### config.mk
export PLATFORM = sky130hd
export DESIGN_NAME = hlz_ram
export DESIGN_NICKNAME = d
export VERILOG_FILES = /design/src/hw/rtl/hlz_ram.sv
export SDC_FILE = /design/constraint.sdc
export NUM_CORES = 2
export LEC_CHECK = 0
export BUFFER_PORTS_ARGS = -buffer_cell sky130_fd_sc_hd__buf_2
export CORE_AREA = 2 2 518 263
export DETAILED_ROUTE_END_ITERATION = 16
export DIE_AREA = 0 0 520 265
export GPL_ROUTABILITY_DRIVEN = 0
export HOLD_SLACK_MARGIN = 0.03
export PLACE_DENSITY = 0.81
export SLEW_MARGIN = 30
export SYNTH_ARGS = -nofsm -noshare
export SYNTH_HDL_FRONTEND = slang
export SYNTH_SLANG_ARGS = --single-unit
### constraint.sdc
create_clock -name clk -period 2.7 [get_ports clk]
set_input_delay 0 -clock clk [delete_from_list [all_inputs] [get_ports clk]]
set_output_delay 0 -clock clk [all_outputs]
set_load 0.01 [all_outputs]
### src/hw/rtl/hlz_ram.sv
// generic simple dual-port ram with registered read
module hlz_ram #(
  parameter int WIDTH = 8,
  parameter int DEPTH = 256
) (
  input  logic                     clk,
  input  logic                     we,
  input  logic [$clog2(DEPTH)-1:0] waddr,
  input  logic [WIDTH-1:0]         wdata,
  input  logic [$clog2(DEPTH)-1:0] raddr,
  output logic [WIDTH-1:0]         rdata
);

  logic [WIDTH-1:0] mem [DEPTH];

  always_ff @(posedge clk) begin
    if (we) begin
      mem[waddr] <= wdata;
    end
    rdata <= mem[raddr];
  end

endmodule

**Word level (Yosys, flattened, before mapping)**

Memory sizes are Yosys's and may differ from the RTL's. A register that Yosys moved wholly into a read port is not among the register bits.
Index checks and enable logic that the tools add are counted.

- Output and inout bits: 8
- Bits of input ports: 26
- RAM bits: 2048
- Bits in registers: 0
- Word-level logic and storage cells: 3
- Memories kept: 1

Memories:

| memory | words | width | rd ports | clocked after memory_dff | write ports | line | text |
|---|---|---|---|---|---|---|---|
| mem | 256 | 8 | 1 | 1 | 1 | 14 | `logic [WIDTH-1:0] mem [DEPTH];` |

- Mux-type cells: 2

Operator list:

| kind | number |
|---|---|
| $mux W1 | 2 |

**Longest topological paths before layout**

- Depth in word-level cells: 2
- Depth in mapped cells: 11
- Depth with buffers taken out: 6

**Least setup slack after synthesis**

Ideal clock, no wire load.

- Path type: input port to flip-flop
- Start: input raddr[0]
- End: register rdata[2], read port of mem
- Data required time: 2569 ps
- Arrival time: 1807 ps
- Stages on the path: 9
- Library setup time: 131 ps
- Buffers on the path: 4
- Slack: 762 ps
- Path through: buf_6 buf_12 buf_8 buf_2 mux4_2 a22oi_1 a21oi_1 nor4_1 nor4_2

RTL lines:

| item | line | text |
|---|---|---|
| start: declaration | 10 | `input logic [$clog2(DEPTH)-1:0] raddr,` |
| end: declaration | 11 | `output logic [WIDTH-1:0] rdata` |

==> out/results.ini <==
[outcome]
status=complete, no violations

[clock_tree]
cts_made_buffers=163
cts_max_level=4
clk_pin_slew_ps=70
clk_latency_ps=810
clock-sinks=2056
cts_root_buf=clkbuf_16
cts_tree=yes
clock_path_buffers=3

[yosys]
synthTopCellsByCount=2048 x edfxtp_1, 454 x mux4_2, 282 x nor2_1
synth_edf_count=2048
yosysWarnings=0
ys_seq_area_frac=0.775
synth_top_area_share=0.773
yosysMostFrequentCell=edfxtp_1
synth.net_count=3759
syn_area_per_cell_um2=21.3
syn_inst=3733
ys_ff_latch=2056
async_flop_share=0
synth_top_area_cell=edfxtp_1
yosysUniqueCellTypes=55
yosys-top-cells-area=edfxtp_1 77%, mux4_2 13%, mux2i_1 1.7%
ys.flop_type=edfxtp_1
netlist_area_mm2=0.0796

[sta]
setup_slack_ps=85.8
rsz0062_at_grt=no
period_share=0.968
setup_viol=0
final-max-slew-violation-count=0
hold_slack_ps=126
tightest_slew_ps=997
clock_skew_ps=32.3
hold_violations=0
min_period_ps=2610
timing.fmax_mhz=383
maxSlewHeadroom=0.335
tns_ps=0

[final_layout]
post_route_cells_drive_above_1_share=0.282
final_cell_area_mm2=0.0901
final_nets=4225
n_fill_cell=7815
fin_cells=6125
final_util=0.676
area_growth_pct=13.2

[setup_path]
startpoint=mem[67][2]
regToRegEndpoint=rdata[2]
arrival_ps=3290
reg2reg_slack_ps=90
path_max_fanout=1
endpoint=rdata[2]
cp-start-kind=flip-flop
timing.rr.start=mem[67][2]
reg2reg_depth=6
end_kind=flip-flop
worstPathRequired_ps=3370
crit_type=flip-flop to flip-flop

[global_route]
grtUsageTotal=0.320
grt_pass1_vias=41900
grt_pass1_wl_um=311000
grt_overflow=0
antenna_found_initial=10
grt_max_degree=115

[place]
pre_cts_ws_ps=-264
dp_hpwl_um=134000
port_buffers=33
placed_area_mm2=0.0848
dp_cells=5812

[die]
num_io_pins=34
die_h_um=265
die_x_um=520
die_area_mm2=0.138
core-area_mm2=0.133
start_util=0.597
rows=95

[route]
drt_iter0_markers=8645
vias_per_cell=7.05
num_vias=43200
drc=0
wl_per_cell_um=35.5
wirelength_um=218000
drt_pass1_iterations=8
antenna_left=0

[pwr]
power_mw=62.4
p_per_area_mw_per_mm2=693
leakagePower_nw=28.7
ir_drop_mv=0.680

[job]
cap_violations=0

[min_path]
min_path_type=input port to flip-flop
holdCritStartpoint=waddr[3]

## worst max-delay path, stage by stage (launching register included)
cell,delay [ps]
edfxtp_1,410
mux4_2,510
mux4_2,490
nor2b_1,260
nor4_1,570
buf_4,220
nor4_2,40
## final cells by class
cell class	count	area (µm²)	area share
Inverter	2	7.51	0.0000833
Clock inverter	101	795	0.00882
Multi-Input combinational cell	1442	16500	0.183
Timing Repair Buffer	534	4600	0.0511
Antenna cell	3	7.51	0.0000833
Tap cell	1794	2240	0.0249
Clock buffer	193	4290	0.0476
Sequential cell	2056	61700	0.684
## metal layers
metal,up-vias,share of wire,GRT usage
li1,16600,-,-
met4,16,0.031,0.0917
met5,-,0.00048,0
met2,4241,0.42,0.434
met3,469,0.19,0.136
met1,21900,0.36,0.478
## placed cells by master (no fill, tap or decap), types with 31 or more instances in the layout
cell type and n:
edfxtp_1 2048, a21oi_1 94, mux4_2 454, buf_12 43
mux2i_1 134, o221ai_1 46, clkinv_2 31, buf_4 444
nand2_1 33, nor2_1 279, nand3_1 34, a22oi_1 133
clkinv_1 43, clkbuf_16 166
## worst min path at each step
stage                  endpoint  cells after the start
floorplan             mem[0][0]                      0
global route        mem[172][5]                      4
CTS                 mem[172][0]                      4
global placement       rdata[2]                      1
finish              mem[172][1]                      4
detailed placement     rdata[2]                      1
## what timing repair did
| item | CTS | global route |
|---|---|---|
| hold buffers | 16 | 0 |
| endpoints found under the setup margin | 0 | 1 |
| setup buffers | 0 | 0 |
| hold endpoints to repair | 748 | 0 |
| gates resized for setup | 0 | 1 |
## logic make-up (layout without fill, tap and decap cells)
group / count (synthesis) / in the layout / synth area share
flip-flops: 2056 / 2056 / 0.775
other: 0 / 3 / 0
multiplexers: 591 / 591 / 0.146
buffers and inverters: 235 / 830 / 0.0183
AND/OR/NAND/NOR: 466 / 466 / 0.0263
AO/OA/AOI/OAI: 385 / 385 / 0.0342
## where the power goes
part / internal [mW] / total [mW] / switching, mW / leakage (nW)
combinational: 1.25 / 3.53 / 2.28 / 7.71
clock: 12.4 / 23.6 / 11.3 / 2.50
sequential: 35.2 / 35.2 / 0.0750 / 18.5
total: 48.8 / 62.4 / 13.6 / 28.7
## flip-flops by register name, indices dropped and copies added, names as in the netlist
register and flops:
mem 2048, rdata 8
Power figures use the tool's default switching activity.
